`src/hw/rtl/ncd_pkg.sv`:
```
`timescale 1ns / 1ps
`default_nettype none
// ----------------------------------------------------------------------------
// ncd_pkg
// Shared types and constants for the nearest car dispatcher.
// ----------------------------------------------------------------------------
package ncd_pkg;

    localparam int MAX_CARS    = 8;
    localparam int CAR_IDX_W   = $clog2(MAX_CARS);
    localparam int CAR_ID_W    = 4;
    localparam int FLOOR_BITS  = 6;
    localparam int LOAD_W      = 4;
    localparam int AGE_W       = 8;
    localparam int CMD_W       = 3;
    localparam int QUEUE_DEPTH = 4;
    localparam int QPTR_W      = $clog2(QUEUE_DEPTH);
    localparam int QCNT_W      = QPTR_W + 1;

    localparam logic [LOAD_W-1:0] LOAD_MAX = '1;
    localparam logic [AGE_W-1:0]  AGE_MAX  = '1;

    localparam logic [CMD_W-1:0] CMD_STATUS  = 3'd0;
    localparam logic [CMD_W-1:0] CMD_FAULT   = 3'd1;
    localparam logic [CMD_W-1:0] CMD_WARNING = 3'd2;
    localparam logic [CMD_W-1:0] CMD_REQUEST = 3'd3;
    localparam logic [CMD_W-1:0] CMD_TICK    = 3'd4;

    localparam int APB_ADDR_W = 4;
    localparam int APB_DATA_W = 32;
    localparam logic [1:0] REG_CARS_IN_USE = 2'd0;
    localparam logic [1:0] REG_LOAD_LIMIT  = 2'd1;
    localparam logic [1:0] REG_WARN_HOLD   = 2'd2;

    localparam logic [3:0] RST_CARS_IN_USE = 4'd8;
    localparam logic [3:0] RST_LOAD_LIMIT  = 4'd4;
    localparam logic [7:0] RST_WARN_HOLD   = 8'd5;

    typedef enum logic [2:0] {
        ST_IDLE    = 3'd0,
        ST_REACHED = 3'd1,
        ST_MOVING  = 3'd2,
        ST_FAULT   = 3'd3,
        ST_WARNING = 3'd4
    } car_state_t;

    typedef enum logic [2:0] {
        OP_STATUS  = 3'd0,
        OP_FAULT   = 3'd1,
        OP_WARN    = 3'd2,
        OP_REQUEST = 3'd3,
        OP_TICK    = 3'd4
    } op_t;

    typedef enum logic [1:0] {
        BK_IDLE  = 2'd0,
        BK_SCAN  = 2'd1,
        BK_GRANT = 2'd2
    } back_state_t;

    typedef struct packed {
        op_t                   op;
        logic [CAR_IDX_W-1:0]  car;
        logic [FLOOR_BITS-1:0] floor;
        logic [FLOOR_BITS-1:0] target;
    } op_entry_t;

    typedef struct packed {
        logic [3:0] cars_in_use;
        logic [3:0] load_limit;
        logic [7:0] warn_hold;
    } cfg_t;

endpackage : ncd_pkg
`default_nettype wire

```
`src/hw/rtl/ncd_front.sv`:
```
`timescale 1ns / 1ps
`default_nettype none
// ----------------------------------------------------------------------------
// ncd_front
// Accepts event beats, drops unknown commands and status, fault and warning
// beats with bad car ids, and queues decoded operations for the back end.
// ----------------------------------------------------------------------------
module ncd_front
    import ncd_pkg::*;
(
    input  wire logic            clk,
    input  wire logic            rst_n,
    input  wire logic            s_axis_tvalid,
    output logic                 s_axis_tready,
    input  wire logic [15:0]     s_axis_tdata,   // car_id[3:0], floor[9:4], target_floor[15:10]
    input  wire logic [CMD_W-1:0] s_axis_tuser,  // cmd[2:0]
    output logic                 q_valid,
    output op_entry_t            q_entry,
    input  wire logic            q_pop
);

    op_entry_t             queue_reg [QUEUE_DEPTH];
    logic [QPTR_W-1:0]     wr_ptr_reg, wr_ptr_next;
    logic [QPTR_W-1:0]     rd_ptr_reg, rd_ptr_next;
    logic [QCNT_W-1:0]     count_reg, count_next;

    logic [CAR_ID_W-1:0]   car_id;
    logic [CAR_ID_W-1:0]   car_id_m1;
    logic                  id_ok;
    logic                  keep;
    logic                  push;
    op_entry_t             dec;

    assign car_id    = s_axis_tdata[3:0];
    assign car_id_m1 = car_id - 4'd1;
    assign id_ok     = car_id inside {[1:MAX_CARS]};

    always_comb
    begin
        dec.car    = car_id_m1[CAR_IDX_W-1:0];
        dec.floor  = s_axis_tdata[9:4];
        dec.target = s_axis_tdata[15:10];
        dec.op     = OP_TICK;
        keep       = 1'b0;
        case (s_axis_tuser)
            CMD_STATUS:
            begin
                dec.op = OP_STATUS;
                keep   = id_ok;
            end
            CMD_FAULT:
            begin
                dec.op = OP_FAULT;
                keep   = id_ok;
            end
            CMD_WARNING:
            begin
                dec.op = OP_WARN;
                keep   = id_ok;
            end
            CMD_REQUEST:
            begin
                dec.op = OP_REQUEST;
                keep   = 1'b1;
            end
            CMD_TICK:
            begin
                dec.op = OP_TICK;
                keep   = 1'b1;
            end
            default:
            begin
                keep = 1'b0;
            end
        endcase
    end

    assign s_axis_tready = (count_reg != QCNT_W'(QUEUE_DEPTH));
    assign push          = s_axis_tvalid && s_axis_tready && keep;
    assign q_valid       = (count_reg != '0);
    assign q_entry       = queue_reg[rd_ptr_reg];

    always_comb
    begin
        wr_ptr_next = wr_ptr_reg;
        rd_ptr_next = rd_ptr_reg;
        count_next  = count_reg;
        if (push)
        begin
            wr_ptr_next = wr_ptr_reg + 1'b1;
        end
        if (q_pop && q_valid)
        begin
            rd_ptr_next = rd_ptr_reg + 1'b1;
        end
        if (push && !(q_pop && q_valid))
        begin
            count_next = count_reg + 1'b1;
        end
        else if (!push && q_pop && q_valid)
        begin
            count_next = count_reg - 1'b1;
        end
    end

    always_ff @(posedge clk or negedge rst_n)
    begin
        if (!rst_n)
        begin
            wr_ptr_reg <= '0;
            rd_ptr_reg <= '0;
            count_reg  <= '0;
        end
        else
        begin
            wr_ptr_reg <= wr_ptr_next;
            rd_ptr_reg <= rd_ptr_next;
            count_reg  <= count_next;
        end
    end

    always_ff @(posedge clk)
    begin
        if (push)
        begin
            queue_reg[wr_ptr_reg] <= dec;
        end
    end

`ifndef NO_ASSERTIONS
    a_count_bound: assert property (@(posedge clk) disable iff (!rst_n)
        count_reg <= QCNT_W'(QUEUE_DEPTH))
        else $error("queue count overflow");

    a_count_track: assert property (@(posedge clk) disable iff (!rst_n)
        (push && !q_pop) |=> (count_reg == $past(count_reg) + 1'b1))
        else $error("queue count missed a push");
`endif

endmodule : ncd_front
`default_nettype wire

```
`src/hw/rtl/ncd_back.sv`:
```
`timescale 1ns / 1ps
`default_nettype none
// ----------------------------------------------------------------------------
// ncd_back
// Holds per-car state, applies events and scans cars one per cycle to
// grant requests. Results leave through an output register.
// ----------------------------------------------------------------------------
module ncd_back
    import ncd_pkg::*;
(
    input  wire logic        clk,
    input  wire logic        rst_n,
    input  wire cfg_t        cfg,
    input  wire logic        q_valid,
    input  wire op_entry_t   q_entry,
    output logic             q_pop,
    output logic             m_axis_tvalid,
    input  wire logic        m_axis_tready,
    output logic [15:0]      m_axis_tdata,   // chosen_car[3:0], move_floor[9:4], zero[15:10]
    output logic             m_axis_tuser    // car_found
);

    back_state_t           state_reg, state_next;

    logic [FLOOR_BITS-1:0] car_floor_reg [MAX_CARS];
    logic [LOAD_W-1:0]     car_load_reg  [MAX_CARS];
    car_state_t            car_status_reg[MAX_CARS];
    logic                  warn_seen_reg [MAX_CARS];
    logic [AGE_W-1:0]      warn_age_reg  [MAX_CARS];

    logic [CAR_IDX_W-1:0]  scan_idx_reg;
    logic [CAR_IDX_W-1:0]  best_idx_reg;
    logic                  best_found_reg;
    logic [FLOOR_BITS-1:0] best_dist_reg;
    logic [FLOOR_BITS-1:0] req_floor_reg;
    logic [FLOOR_BITS-1:0] req_target_reg;

    logic                  out_valid_reg;
    logic                  out_found_reg;
    logic [CAR_ID_W-1:0]   out_car_reg;
    logic [FLOOR_BITS-1:0] out_floor_reg;

    logic                  do_event;
    logic                  do_start;
    logic                  do_scan;
    logic                  do_grant;
    logic                  out_free;

    logic [CAR_IDX_W-1:0]  rd_idx;
    logic [FLOOR_BITS-1:0] rd_floor;
    logic [LOAD_W-1:0]     rd_load;
    car_state_t            rd_status;
    logic                  rd_seen;
    logic [AGE_W-1:0]      rd_age;
    logic [FLOOR_BITS-1:0] car_dist;
    logic                  cand;
    logic                  take;
    logic                  scan_last;

    assign out_free  = !out_valid_reg || m_axis_tready;
    assign scan_last = (scan_idx_reg == CAR_IDX_W'(MAX_CARS - 1));

    always_comb
    begin
        state_next = state_reg;
        case (state_reg)
            BK_IDLE:
            begin
                if (q_valid && q_entry.op == OP_REQUEST)
                begin
                    state_next = BK_SCAN;
                end
            end
            BK_SCAN:
            begin
                if (scan_last)
                begin
                    state_next = BK_GRANT;
                end
            end
            BK_GRANT:
            begin
                if (out_free)
                begin
                    state_next = BK_IDLE;
                end
            end
            default:
            begin
                state_next = BK_IDLE;
            end
        endcase
    end

    always_comb
    begin
        q_pop    = 1'b0;
        do_event = 1'b0;
        do_start = 1'b0;
        do_scan  = 1'b0;
        do_grant = 1'b0;
        rd_idx   = q_entry.car;
        case (state_reg)
            BK_IDLE:
            begin
                q_pop    = q_valid;
                do_event = q_valid && (q_entry.op != OP_REQUEST);
                do_start = q_valid && (q_entry.op == OP_REQUEST);
            end
            BK_SCAN:
            begin
                do_scan = 1'b1;
                rd_idx  = scan_idx_reg;
            end
            BK_GRANT:
            begin
                do_grant = out_free;
                rd_idx   = best_idx_reg;
            end
            default:
            begin
                q_pop = 1'b0;
            end
        endcase
    end

    assign rd_floor  = car_floor_reg[rd_idx];
    assign rd_load   = car_load_reg[rd_idx];
    assign rd_status = car_status_reg[rd_idx];
    assign rd_seen   = warn_seen_reg[rd_idx];
    assign rd_age    = warn_age_reg[rd_idx];

    assign car_dist = (rd_floor > req_floor_reg) ? (rd_floor - req_floor_reg)
                                                 : (req_floor_reg - rd_floor);
    assign cand = ((rd_status == ST_IDLE) || (rd_status == ST_REACHED))
                  && (rd_load < cfg.load_limit)
                  && ({1'b0, scan_idx_reg} < cfg.cars_in_use);
    assign take = cand && (!best_found_reg || car_dist < best_dist_reg);

    always_ff @(posedge clk or negedge rst_n)
    begin
        if (!rst_n)
        begin
            state_reg      <= BK_IDLE;
            out_valid_reg  <= 1'b0;
            best_found_reg <= 1'b0;
            scan_idx_reg   <= '0;
            for (int i = 0; i < MAX_CARS; i++)
            begin
                car_floor_reg[i]  <= '0;
                car_load_reg[i]   <= '0;
                car_status_reg[i] <= ST_IDLE;
                warn_seen_reg[i]  <= 1'b0;
                warn_age_reg[i]   <= '0;
            end
        end
        else
        begin
            state_reg <= state_next;

            if (do_grant)
            begin
                out_valid_reg <= 1'b1;
            end
            else if (m_axis_tready)
            begin
                out_valid_reg <= 1'b0;
            end

            if (do_start)
            begin
                scan_idx_reg   <= '0;
                best_found_reg <= 1'b0;
            end
            else if (do_scan)
            begin
                scan_idx_reg <= scan_idx_reg + 1'b1;
                if (take)
                begin
                    best_found_reg <= 1'b1;
                end
            end

            if (do_event)
            begin
                case (q_entry.op)
                    OP_STATUS:
                    begin
                        car_floor_reg[rd_idx] <= q_entry.floor;
                        if (rd_load != '0)
                        begin
                            car_load_reg[rd_idx] <= rd_load - 1'b1;
                        end
                        if (!rd_seen || rd_age > cfg.warn_hold)
                        begin
                            car_status_reg[rd_idx] <= ST_REACHED;
                        end
                    end
                    OP_FAULT:
                    begin
                        car_status_reg[rd_idx] <= ST_FAULT;
                    end
                    OP_WARN:
                    begin
                        car_status_reg[rd_idx] <= ST_WARNING;
                        warn_seen_reg[rd_idx]  <= 1'b1;
                        warn_age_reg[rd_idx]   <= '0;
                    end
                    OP_TICK:
                    begin
                        for (int i = 0; i < MAX_CARS; i++)
                        begin
                            if (warn_seen_reg[i] && warn_age_reg[i] != AGE_MAX)
                            begin
                                warn_age_reg[i] <= warn_age_reg[i] + 1'b1;
                            end
                        end
                    end
                    default:
                    begin
                    end
                endcase
            end

            if (do_grant && best_found_reg)
            begin
                car_status_reg[rd_idx] <= ST_MOVING;
                if (rd_load != LOAD_MAX)
                begin
                    car_load_reg[rd_idx] <= rd_load + 1'b1;
                end
            end
        end
    end

    always_ff @(posedge clk)
    begin
        if (do_start)
        begin
            req_floor_reg  <= q_entry.floor;
            req_target_reg <= q_entry.target;
        end
        if (do_scan && take)
        begin
            best_idx_reg  <= scan_idx_reg;
            best_dist_reg <= car_dist;
        end
        if (do_grant)
        begin
            out_found_reg <= best_found_reg;
            out_car_reg   <= best_found_reg ? (CAR_ID_W'(best_idx_reg) + 4'd1) : '0;
            out_floor_reg <= best_found_reg ? req_target_reg : '0;
        end
    end

    assign m_axis_tvalid = out_valid_reg;
    assign m_axis_tuser  = out_found_reg;
    assign m_axis_tdata  = {6'd0, out_floor_reg, out_car_reg};

`ifndef NO_ASSERTIONS
    a_found_has_id: assert property (@(posedge clk) disable iff (!rst_n)
        (m_axis_tvalid && m_axis_tuser) |-> (out_car_reg != '0))
        else $error("grant without a car id");

    a_none_is_zero: assert property (@(posedge clk) disable iff (!rst_n)
        (m_axis_tvalid && !m_axis_tuser) |-> (m_axis_tdata == '0))
        else $error("no-car result carries data");

    a_scan_starts: assert property (@(posedge clk) disable iff (!rst_n)
        do_start |=> (state_reg == BK_SCAN && scan_idx_reg == '0 && !best_found_reg))
        else $error("scan did not start clean");

    a_no_pop_busy: assert property (@(posedge clk) disable iff (!rst_n)
        (state_reg != BK_IDLE) |-> !q_pop)
        else $error("queue popped while busy");
`endif

endmodule : ncd_back
`default_nettype wire

```
`src/hw/rtl/nearest_car_dispatcher_core.sv`:
```
`timescale 1ns / 1ps
`default_nettype none
// ----------------------------------------------------------------------------
// nearest_car_dispatcher_core
// Tracks car floor, load and status; assigns each request to the nearest
// free car below the load limit.
// ----------------------------------------------------------------------------
// Requests are handled one at a time: a request is popped, the scan checks
//   one car per cycle over all 8 cars, and the grant waits for a free output.
// Other events are applied one per cycle while no request is in progress.
// The 4-entry event queue absorbs beats while a request scans.
// Reset: asynchronous; cars idle at floor 0 with zero load, registers at
//   8 cars, load limit 4, warning hold 5.
// ----------------------------------------------------------------------------
module nearest_car_dispatcher_core
    import ncd_pkg::*;
(
    input  wire logic                  clk,
    input  wire logic                  rst_n,
    input  wire logic                  s_axis_tvalid,
    output logic                       s_axis_tready,
    input  wire logic [15:0]           s_axis_tdata,  // car_id[3:0], floor[9:4], target_floor[15:10]
    input  wire logic [CMD_W-1:0]      s_axis_tuser,  // cmd[2:0]
    output logic                       m_axis_tvalid,
    input  wire logic                  m_axis_tready,
    output logic [15:0]                m_axis_tdata,  // chosen_car[3:0], move_floor[9:4]
    output logic                       m_axis_tuser,  // car_found
    input  wire logic                  psel,
    input  wire logic                  penable,
    input  wire logic                  pwrite,
    input  wire logic [APB_ADDR_W-1:0] paddr,
    input  wire logic [APB_DATA_W-1:0] pwdata,
    output logic [APB_DATA_W-1:0]      prdata,
    output logic                       pready
);

    cfg_t      cfg_reg;
    logic      cfg_wr;
    logic [1:0] reg_idx;
    logic      q_valid;
    logic      q_pop;
    op_entry_t q_entry;

    assign pready  = 1'b1;
    assign reg_idx = paddr[3:2];
    assign cfg_wr  = psel && penable && pwrite && pready;

    always_ff @(posedge clk or negedge rst_n)
    begin
        if (!rst_n)
        begin
            cfg_reg.cars_in_use <= RST_CARS_IN_USE;
            cfg_reg.load_limit  <= RST_LOAD_LIMIT;
            cfg_reg.warn_hold   <= RST_WARN_HOLD;
        end
        else if (cfg_wr)
        begin
            case (reg_idx)
                REG_CARS_IN_USE: cfg_reg.cars_in_use <= pwdata[3:0];
                REG_LOAD_LIMIT:  cfg_reg.load_limit  <= pwdata[3:0];
                REG_WARN_HOLD:   cfg_reg.warn_hold   <= pwdata[7:0];
                default:
                begin
                end
            endcase
        end
    end

    always_comb
    begin
        case (reg_idx)
            REG_CARS_IN_USE: prdata = {28'd0, cfg_reg.cars_in_use};
            REG_LOAD_LIMIT:  prdata = {28'd0, cfg_reg.load_limit};
            REG_WARN_HOLD:   prdata = {24'd0, cfg_reg.warn_hold};
            default:         prdata = '0;
        endcase
    end

    ncd_front u_front (
        .clk           (clk),
        .rst_n         (rst_n),
        .s_axis_tvalid (s_axis_tvalid),
        .s_axis_tready (s_axis_tready),
        .s_axis_tdata  (s_axis_tdata),
        .s_axis_tuser  (s_axis_tuser),
        .q_valid       (q_valid),
        .q_entry       (q_entry),
        .q_pop         (q_pop)
    );

    ncd_back u_back (
        .clk           (clk),
        .rst_n         (rst_n),
        .cfg           (cfg_reg),
        .q_valid       (q_valid),
        .q_entry       (q_entry),
        .q_pop         (q_pop),
        .m_axis_tvalid (m_axis_tvalid),
        .m_axis_tready (m_axis_tready),
        .m_axis_tdata  (m_axis_tdata),
        .m_axis_tuser  (m_axis_tuser)
    );

endmodule : nearest_car_dispatcher_core
`default_nettype wire
```
`config.mk`:
```
export PLATFORM = sky130hd
export DESIGN_NAME = nearest_car_dispatcher_core
export DESIGN_NICKNAME = d
export VERILOG_FILES = /design/src/hw/rtl/ncd_pkg.sv /design/src/hw/rtl/ncd_front.sv /design/src/hw/rtl/ncd_back.sv /design/src/hw/rtl/nearest_car_dispatcher_core.sv
export SDC_FILE = /design/constraint.sdc
export NUM_CORES = 1
export LEC_CHECK = 0
export BUFFER_PORTS_ARGS = -buffer_cell sky130_fd_sc_hd__buf_2
export CAP_MARGIN = 20
export CORE_AREA = 2 2 217 219
export DETAILED_ROUTE_END_ITERATION = 16
export DIE_AREA = 0 0 219 221
export PLACE_DENSITY_LB_ADDON = 0.05
export REMOVE_ABC_BUFFERS = 1
export SLEW_MARGIN = 15
export SYNTH_ARGS = -nofsm -noshare
export SYNTH_HDL_FRONTEND = slang
export SYNTH_SLANG_ARGS = --single-unit
```
`constraint.sdc`:
```
create_clock -name clk -period 8.45 [get_ports clk]
set_input_delay 1.2675 -clock clk [delete_from_list [all_inputs] [get_ports clk]]
set_output_delay 1.2675 -clock clk [all_outputs]
set_load 0.005 [all_outputs]
```
---- Yosys cells after proc, flatten, opt, wreduce, memory -nomap -nowiden ----
Memory sizes are Yosys's and may differ from the RTL's.
Index checks and enable logic that the tools add are counted.
word-level totals
  memory bits (read-only) ................. 0
  output and inout port bits .............. 52
  latch bits .............................. 0
  memories ................................ 1
  logic and storage cells ................. 272
  register bits after elaboration ......... 238
  RAM bits ................................ 72
operators by class
  reduce and logical (&&, ||, !) cells .... 63
  mux-type cells .......................... 71
  div/mod/pow operators ................... 0
  add/subtract/negate cells ............... 19
  equality and inequality tests ........... 36
  shift-type cells ........................ 0
  magnitude comparators ................... 9
  $mul .................................... 0
  bitwise logic cells ..................... 16
memory list
  memory             words  bits a word  rd ports  clocked after Yosys merged registers in  write ports  RTL line         RTL
  u_front.queue_reg  4      18           1         0                                        1            ncd_front.sv:22  op_entry_t queue_reg [QUEUE_DEPTH];
operator list
  kind                 count
  $mux 32              5
  $pmux 64 s2          1
  $mux 8               11
  $mux 24              3
  $pmux 24 s3          1
  $add 8x1->8 const B  8
  $and 64x64->64       1
  $bwmux 32            2
  $ne 8x8->1 const B   8
  $not 64->64          1
  $and 16x16->16       3
  $bwmux 48            1
  $not 16->16          3
  $or 8x8->8           4
  $reduce_and 3->1     9
  $logic_and 1x1->1    25
  $bmux 8 s3           1
  $demux 8 s3          1
  $mux 6               4
  $pmux 8 s3           1
  $ne 2x1->1 const B   11
  $mux 3               7
  $bmux 6 s3           1
  $demux 6 s3          1
  51 further kinds     101

---- Depth between registers and ports, before layout ----
Gate-level depths: netlist of run 1.
  depth in word-level cells ............... 14
  gate-level depth with buffers ........... 34
  gate-level depth less buffers ........... 29

---- Hierarchy ----
A second synthesis of run 1 with hierarchy kept.
unflattened totals
  cell total of the unflattened synthesis .. 1430
  area total of the unflattened synthesis .. 15768.9 um2
modules (own cells, without submodules)
  module                       sequential area each (um2)  cells each  times used  area an instance (um2)
  ncd_back                     5340.1                      1202        1           11669.9
  ncd_front                    2337.2                      147         1           3155.5
  nearest_car_dispatcher_core  405.4                       81          1           943.4

---- Least setup slack after synthesis of run 1 ----
Ideal clock, no wire load.
  kind .................................... flip-flop to flip-flop
  start ................................... register u_back.state_reg[0]
  end ..................................... register u_back.best_dist_reg[0] (enable)
  required time ........................... 8072 ps
  period minus slack after synthesis ...... 6523 ps
  path slack .............................. 1927 ps
  data arrival time ....................... 6145 ps
  cell stages (with the launch flop) ...... 28
  path buffers ............................ 6
  cell sequence ........................... dfrtp_1 inv_1 ha_1 buf_2 a22oi_1 and2_1 buf_2 buf_2 clkbuf_1 clkbuf_1 nor2_1 nor3_1 inv_1 fa_1 nor2b_1 o21ai_0 a21boi_0 o21a_1 o22a_1 clkbuf_1 mux2_2 a221oi_1 o21ai_0 xor2_1 ha_1 o21ai_0 nand2b_1 a21oi_1
between the ends
  cells in the longest elaborated chain, start to end .. 12
ends and longest elaborated chain
  element                                         RTL line         RTL
  start, declared                                 ncd_back.sv:23   back_state_t state_reg, state_next;
  start signal, assigned                          ncd_back.sv:159  state_reg <= state_next;
  $eq 2x2->1 or $eq 2x1->1 (tied branches)        ncd_back.sv:103  case (state_reg)
  $pmux 3 s2 (*)                                  ncd_back.sv:103
  $not 3->4 (implied by the code) (*)             ncd_back.sv:127  assign rd_floor = car_floor_reg[rd_idx];
  $bmux 6 s3 (*)                                  ncd_back.sv:127
  $mux 6 (implied by the code) (*) (2 in series)  ncd_back.sv:127
  $sub 6x6->6 (tied with other cells)             ncd_back.sv:134  : (req_floor_reg - rd_floor);
  $mux 6 (*)                                      ncd_back.sv:133  assign car_dist = (rd_floor > req_floor_reg) ? (rd_floor - req_floor_reg)
  via u_back.car_dist[5]                          ncd_back.sv:55   logic [FLOOR_BITS-1:0] car_dist;
  $lt 6x6->1 (*)                                  ncd_back.sv:138  assign take = cand && (!best_found_reg || car_dist < best_dist_reg);
  $logic_or 1x1->1 (*)                            ncd_back.sv:138
  $logic_and 1x1->1 (*)                           ncd_back.sv:138
  $logic_and 1x1->1 (*)                           ncd_back.sv:243  if (do_scan && take)
  end signal, assigned                            ncd_back.sv:246  best_dist_reg <= car_dist;
  end, declared                                   ncd_back.sv:34   logic [FLOOR_BITS-1:0] best_dist_reg;
The timed path passes the listed nets; every way through them passes the cells marked *. The select of a mux whose other input is x is not followed.
A chain may end at the register's enable or synchronous reset.

---- Worst setup path after layout of run 1 ----
  start ................................... register u_back.state_reg[0]
  end ..................................... register u_back.best_dist_reg[1] (enable)
The elaborated chain is that of the path after synthesis.

==> results of run 1 <==
==> metrics by stage <==
step / hold slack (ns) / cells
after global placement: 0.4767 / 2155
final: 0.4925 / 2226
after CTS: 0.4942 / 2225
after detailed placement: 0.4699 / 2155
after global routing: 0.5126 / 2226
after floorplan: 0.4509 / 1465
==> worst max path at each step <==
stage                                            from  slack (ns)                                end
floorplan           u_front.rd_ptr_reg[0]$_DFFE_PN0P_        1.48  u_back.best_dist_reg[0]$_DFFE_PP_
global placement      u_back.state_reg[0]$_DFFE_PN0P_        1.24  u_back.best_dist_reg[1]$_DFFE_PP_
detailed placement    u_back.state_reg[0]$_DFFE_PN0P_        1.12  u_back.best_dist_reg[1]$_DFFE_PP_
CTS                   u_back.state_reg[0]$_DFFE_PN0P_        1.09  u_back.best_dist_reg[1]$_DFFE_PP_
global route          u_back.state_reg[0]$_DFFE_PN0P_        0.53  u_back.best_dist_reg[1]$_DFFE_PP_
finish                u_back.state_reg[0]$_DFFE_PN0P_        1.14  u_back.best_dist_reg[1]$_DFFE_PP_
==> cells in the mapped netlist, types with 5 or more instances <==
master | count | area, um2
dfrtp_1 | 194 | 4855
nand2_1 | 189 | 709.4
nor2_1 | 107 | 401.6
edfxtp_1 | 104 | 3123
o21ai_0 | 90 | 450.4
a21oi_1 | 85 | 425.4
nand3_1 | 67 | 335.3
mux2_2 | 61 | 686.9
mux2i_1 | 60 | 600.6
inv_1 | 58 | 217.7
nor3_1 | 53 | 265.3
ha_1 | 52 | 650.6
clkbuf_1 | 38 | 142.6
buf_4 | 33 | 247.7
a31oi_1 | 26 | 162.7
o22ai_1 | 26 | 162.7
and2_1 | 18 | 112.6
mux4_2 | 15 | 337.8
a22o_1 | 14 | 122.6
buf_2 | 12 | 60.06
nor2b_1 | 12 | 75.07
xnor2_1 | 12 | 105.1
a21o_1 | 11 | 82.58
o21ai_1 | 11 | 55.05
or2_2 | 10 | 62.56
a21boi_0 | 8 | 60.06
buf_1 | 8 | 30.03
nand2b_1 | 8 | 50.05
and3_1 | 7 | 43.79
o211ai_1 | 7 | 52.55
a211oi_1 | 6 | 45.04
a22oi_1 | 6 | 45.04
a31o_2 | 6 | 52.55
or2_1 | 6 | 37.54
xor2_1 | 6 | 52.55
o21bai_1 | 5 | 37.54
o31ai_1 | 5 | 37.54
or3_1 | 5 | 31.28
==> kinds of logic after synthesis <==
| group | after synthesis | share of synthesized area, % |
|---|---|---|
| other | 2 | 0.04704 |
| buffers and inverters | 157 | 4.765 |
| AOI/OAI and AO/OA | 355 | 14.17 |
| adders and majority gates | 55 | 4.451 |
| xor gates and xnor gates | 18 | 0.9875 |
| and+or+nand+nor | 504 | 14.49 |
| DFF | 302 | 50.63 |
| muxes | 138 | 10.46 |
==> per-layer routing <==
layer	global-route usage [%]	up-vias
met5	0	-
met4	6.953	0
met3	2.392	76
met2	31.36	250
met1	26.46	5740
li1	-	5622
==> worst register-to-register path, stage by stage, from the launching register on <==
cell and delay (ns):
dfrtp_1 0.40, inv_1 0.08, ha_1 0.49, nor2b_1 0.19
a22o_1 0.24, buf_4 0.17, nor2_2 0.71, buf_4 0.36
nand2_1 0.08, a31oi_1 0.18, nor2_1 0.06, nor3_1 0.50
inv_1 0.17, fa_1 0.47, nor2b_1 0.12, o21ai_0 0.13
a21boi_0 0.21, o21a_1 0.13, o22a_1 0.40, mux2_2 0.40
a221oi_1 0.25, o21ai_0 0.16, xor2_1 0.24, ha_1 0.26
o21ai_0 0.08, nand2b_1 0.13, a21oi_1 0.20, buf_4 0.21
==> area by class of cell <==
| type | count | area share, % |
|---|---|---|
| flip-flops and latches | 302 | 44.75 |
| multi-input cells | 1101 | 40.09 |
| clock buffers | 51 | 5.978 |
| well taps | 607 | 4.205 |
| repair buffers | 84 | 2.764 |
| inverters | 62 | 1.302 |
| clock inverters | 19 | 0.9075 |
==> summary.md, run 1 <==
| Metric | Value |
|---|---|
| Outcome | complete, no violations |
| FFs w/ async S/R, synth | 65.56% |
| Slowest CP cell | nor2_2 |
| CTS tree | done |
| Final min period | 7.306 ns |
| CTS sink cnt | 302 |
| Die Width | 219 um |
| Post-synth EDFFs | 104 |
| Post-Place Worst Slack | 1.118 ns |
| Hold path cells | 1 |
| Vias | 11690 |
| WP depth | 27 |
| Worst reg-to-reg path cell count | 27 |
| PortBufs | 56 |
| Post-CTS resize count | 0 |
| Clk slew on worst S/H paths | 0.06 ns |
| Clk_lat worst skew | 0.56 ns |
| Postcts setup bufs | 0 |
| Routed len/inst | 20.64 um |
| Area occupied by multi-input gates | 7242 um2 |
| Worst hold-check path type | reg2reg |
| Global-route wire length before repair | 71200 um |
| Reg2reg start | u_back.state_reg[0]$_DFFE_PN0P_ |
| CP Class | reg2reg |
| Initial antenna violation count | 0 |
| Slew HR | 26.27% |
| Number of vias per cell | 5.251 |
| Hold_buf cts | 0 |
| Die ar. | 48400 um2 |
| Most used DFF post-synth | dfrtp_1 |
| Most frequent cells in the layout | 194 x dfrtp_1, 189 x nand2_1, 105 x nor2_1, 104 x edfxtp_1, 90 x o21ai_0 |
| Sequential fraction of the synthesis area | 50.63% |
| Initial Util | 34.66% |
| Final net count | 1706 |
| DR WL met3 | 1689 um |
| Hold path startpoint | u_front.count_reg[2]$_DFFE_PN0P_ |
| GRT Residual Overflow | 0 |
| Syn Area/Cell | 10.43 um2 |
| Crit share post-route | 86.46% |
| # fillers | 4592 |
| Hold Path Sink | u_front.count_reg[2]$_DFFE_PN0P_ |
| Fmax | 136.9 MHz |
| Hold Vio Cnt, Final | 0 |
| Metal-1 WL | 21000 um |
| Worst Skew | 0.01195 ns |
| Max Slew Vio Count | 0 |
| Layout cells sized above 1 | 16.68% |
| Core Area | 46060 um2 |
| Placed Area | 16810 um2 |
| R2R Setup Slk | 1.14 ns |
| CTS root buf | clkbuf_16 |
| RD Place Congestion | 0.8209 |
| CP max FO | 17 |
| Htree depth | 2 |
| Number of global-route vias before repair | 11620 |
| WP buf/inv | 5 |
| Unrepaired setup endpoints after global routing | false |
| Commonest non-fill, non-tap cell in the layout | dfrtp_1 |
| Yosys Warn Count | 0 |
| Util after Layout | 39.21% |
| TritonRoute pass-1 iters | 6 |
| Dpl hpwl | 31650 um |
| DR iter-0 viols | 800 |
| Std-Cell Rows | 79 |
| Antenna diodes | 0 |
| Netlist cell types | 78 |
| Syn Std Cell Area | 15970 um2 |
| Final WS setup | 1.144 ns |
| Sum Neg Setup Slack | 0 ns |
| Ports | 114 |
| Worst-Margin Slew | 1.098 ns |
| Top Metal Used | met4 |
| Largest net degree at the start of global routing | 101 |
| CP delay by family, top | compound AO/OA/AOI/OAI gates |
| Die height | 221 um |
| Largest stage delay on the critical path | 0.70 ns |
| Reg2reg end | u_back.best_dist_reg[1]$_DFFE_PP_ |
| Data required, critical path | 8.72 ns |
| Final setup viols | 0 |
| CP Launch Type | flop |
| Post-synthesis register bit count | 302 |
| Metal2 WL | 21770 um |
| WP data arrival | 7.57 ns |
| Area growth, synth to finish | 13.13% |
| Drt drc | 0 |
| WL final | 45950 um |
| Finished Cell Area | 18060 um2 |
| ANT nets after route | 0 |
| Clock tree buffer depth | 3 |
| Max-cap violation count | 0 |
| Max reg flops | 72 |
| Total global-route track usage | 19.31% |
| Reg area | 8083 um2 |
| TritonCTS Buffers | 38 |
| Synth Instances | 1531 |
| Worst Setup End Kind | flop |
Power of run 1 is left out: the tool's default activity adds up to more than one toggle a clock period on the data nets, which glitch-free logic cannot reach.
==> run 2, diff against run 1 <==
--- a/config.mk
+++ b/config.mk
@@ -11,6 +11,7 @@
 export DETAILED_ROUTE_END_ITERATION = 16
 export DIE_AREA = 0 0 219 221
 export PLACE_DENSITY_LB_ADDON = 0.05
+export RECOVER_POWER = 100
 export REMOVE_ABC_BUFFERS = 1
 export SLEW_MARGIN = 15
 export SYNTH_ARGS = -nofsm -noshare
==> summary.md, run 2 (same netlist as run 1, synthesis figures left out) <==
| Metric | Value |
|---|---|
| Outcome | finished with violations |
| Failing checks | capacitance limit, slew limit |
| Initial Util | 34.66% (unchanged) |
| Clk_lat worst skew | 0.56 ns (about the same) |
| Reg area | 8083 um2 (unchanged) |
| Hold Path Sink | u_front.count_reg[2]$_DFFE_PN0P_ |
| Antenna diodes | 0 (unchanged) |
| Slew HR | -284.9% (-310 points) |
| Fmax | 132.2 MHz (-3.4%) |
| WP data arrival | 7.79 ns (+0.22 ns) |
| Dpl hpwl | 31650 um (unchanged) |
| Most frequent cells in the layout | 194 x dfrtp_1, 189 x nand2_1, 107 x nor2_1, 104 x edfxtp_1, 99 x o21ai_0 |
| Max reg flops | 72 (unchanged) |
| Max-cap violation count | 6 (+6) |
| Crit share post-route | 89.52% (+3.1 points) |
| Max Slew Vio Count | 172 (+172) |
| Worst Skew | 0.01180 ns (-0.0001499 ns) |
| DR iter-0 viols | 726 (-9.3%) |
| ANT nets after route | 0 (unchanged) |
| Die Width | 219 um (unchanged) |
| Final WS setup | 0.8852 ns (-0.2591 ns) |
| Worst-Margin Slew | 5.774 ns (+4.676 ns) |
| WL final | 46030 um (+0.16%) |
| CTS root buf | clkbuf_16 |
| Data required, critical path | 8.67 ns (-0.05 ns) |
| Total global-route track usage | 19.31% (unchanged) |
| Clk slew on worst S/H paths | 0.06 ns (about the same) |
| Reg2reg end | u_back.best_idx_reg[0]$_DFFE_PP_ |
| Clock tree buffer depth | 3 (unchanged) |
| Hold Vio Cnt, Final | 0 (unchanged) |
| Die ar. | 48400 um2 (unchanged) |
| Commonest non-fill, non-tap cell in the layout | dfrtp_1 |
| Final min period | 7.565 ns (+0.2591 ns) |
| Std-Cell Rows | 79 (unchanged) |
| Number of global-route vias before repair | 11620 (unchanged) |
| Post-CTS resize count | 0 (unchanged) |
| Unrepaired setup endpoints after global routing | false |
| CTS sink cnt | 302 (unchanged) |
| Area occupied by multi-input gates | 7211 um2 (-0.43%) |
| CTS tree | done |
| Worst Setup End Kind | flop |
| Worst hold-check path type | reg2reg |
| Die height | 221 um (unchanged) |
| Routed len/inst | 20.68 um (+0.16%) |
| Largest net degree at the start of global routing | 101 (unchanged) |
| R2R Setup Slk | 0.89 ns (-0.26 ns) |
| Drt drc | 0 (unchanged) |
| Core Area | 46060 um2 (unchanged) |
| Sum Neg Setup Slack | 0 ns (unchanged) |
| Final net count | 1706 (unchanged) |
| CP Class | reg2reg |
| CP max FO | 17 (unchanged) |
| CP Launch Type | flop |
| Postcts setup bufs | 0 (unchanged) |
| PortBufs | 56 (unchanged) |
| Ports | 114 (unchanged) |
| RD Place Congestion | 0.8209 (unchanged) |
| Post-Place Worst Slack | 1.118 ns (unchanged) |
| Worst reg-to-reg path cell count | 27 (unchanged) |
| TritonRoute pass-1 iters | 7 (+1) |
| Htree depth | 2 (unchanged) |
| Hold_buf cts | 0 (unchanged) |
| Final setup viols | 0 (unchanged) |
| GRT Residual Overflow | 0 (unchanged) |
| TritonCTS Buffers | 38 (unchanged) |
| Hold path startpoint | u_front.count_reg[2]$_DFFE_PN0P_ |
| Hold path cells | 1 (unchanged) |
| Global-route wire length before repair | 71200 um (unchanged) |
| Initial antenna violation count | 0 (unchanged) |
| Layout cells sized above 1 | 13.96% (-2.7 points) |
| Number of vias per cell | 5.264 (+0.25%) |
| Area growth, synth to finish | 12.40% |
| # fillers | 4606 (+0.30%) |
| Reg2reg start | u_back.state_reg[0]$_DFFE_PN0P_ |
| Vias | 11720 (+0.25%) |
run 2: worst max path at each step:
stage,slack (ns),cells past startpoint,from,endpoint
after detailed placement,1.12,27,u_back.state_reg[0]$_DFFE_PN0P_,u_back.best_dist_reg[1]$_DFFE_PP_
final,0.89,27,u_back.state_reg[0]$_DFFE_PN0P_,u_back.best_idx_reg[0]$_DFFE_PP_
after CTS,1.09,27,u_back.state_reg[0]$_DFFE_PN0P_,u_back.best_dist_reg[1]$_DFFE_PP_
after global routing,0.27,28,u_back.state_reg[0]$_DFFE_PN0P_,u_back.best_idx_reg[0]$_DFFE_PP_
after global placement,1.24,28,u_back.state_reg[0]$_DFFE_PN0P_,u_back.best_dist_reg[1]$_DFFE_PP_
after floorplan,1.48,23,u_front.rd_ptr_reg[0]$_DFFE_PN0P_,u_back.best_dist_reg[0]$_DFFE_PP_
run 2: layout make-up:
cell class / count / share of cell area (%)
Clock inverter: 19 / 0.9134
Clock buffer: 51 / 6.017
Multi-Input combinational cell: 1101 / 40.18
Sequential cell: 302 / 45.04
Timing Repair Buffer: 84 / 2.301
Inverter: 62 / 1.311
Tap cell: 607 / 4.232
run 2: critical path: stages, from the launching register on:
cell and delay [ns]:
dfrtp_1 0.40, inv_1 0.08, ha_1 0.49, nor2b_1 0.19, a22o_1 0.24, clkbuf_1 0.24
nor2_2 0.76, buf_4 0.36, nand2_1 0.08, a31oi_1 0.16, nor2_1 0.06, nor3_1 0.52
inv_1 0.17, fa_1 0.47, nor2b_1 0.12, o21ai_0 0.12, a21boi_0 0.20, o21a_1 0.13
o22a_1 0.40, mux2_2 0.40, a221oi_1 0.25, o21ai_0 0.16, xor2_1 0.24, ha_1 0.26
o21ai_0 0.08, nand2b_1 0.13, a21oi_1 0.20, clkbuf_1 0.31
run 2: layer usage:
metal,vias up,wire length (um),global-route usage (%)
li1,5622,-,-
met1,5782,21210,26.46
met2,237,21790,31.36
met3,76,1527,2.392
met4,0,1501,6.953
met5,-,0,0
run 2: stage by stage:
stage / cell area, um2 / hold WS (ns) / util, % / cells
6_report: 17940 / 0.4924 / 38.96 / 2226
5_1_grt: 17940 / 0.5126 / 38.96 / 2226
4_1_cts: 18050 / 0.4942 / 39.20 / 2225
3_5_place_dp: 16810 / 0.4699 / 36.50 / 2155
3_3_place_gp: 16810 / 0.4767 / 36.50 / 2155
2_1_floorplan: 15550 / 0.4509 / - / 1465
Power of run 2 is left out for the same reason.
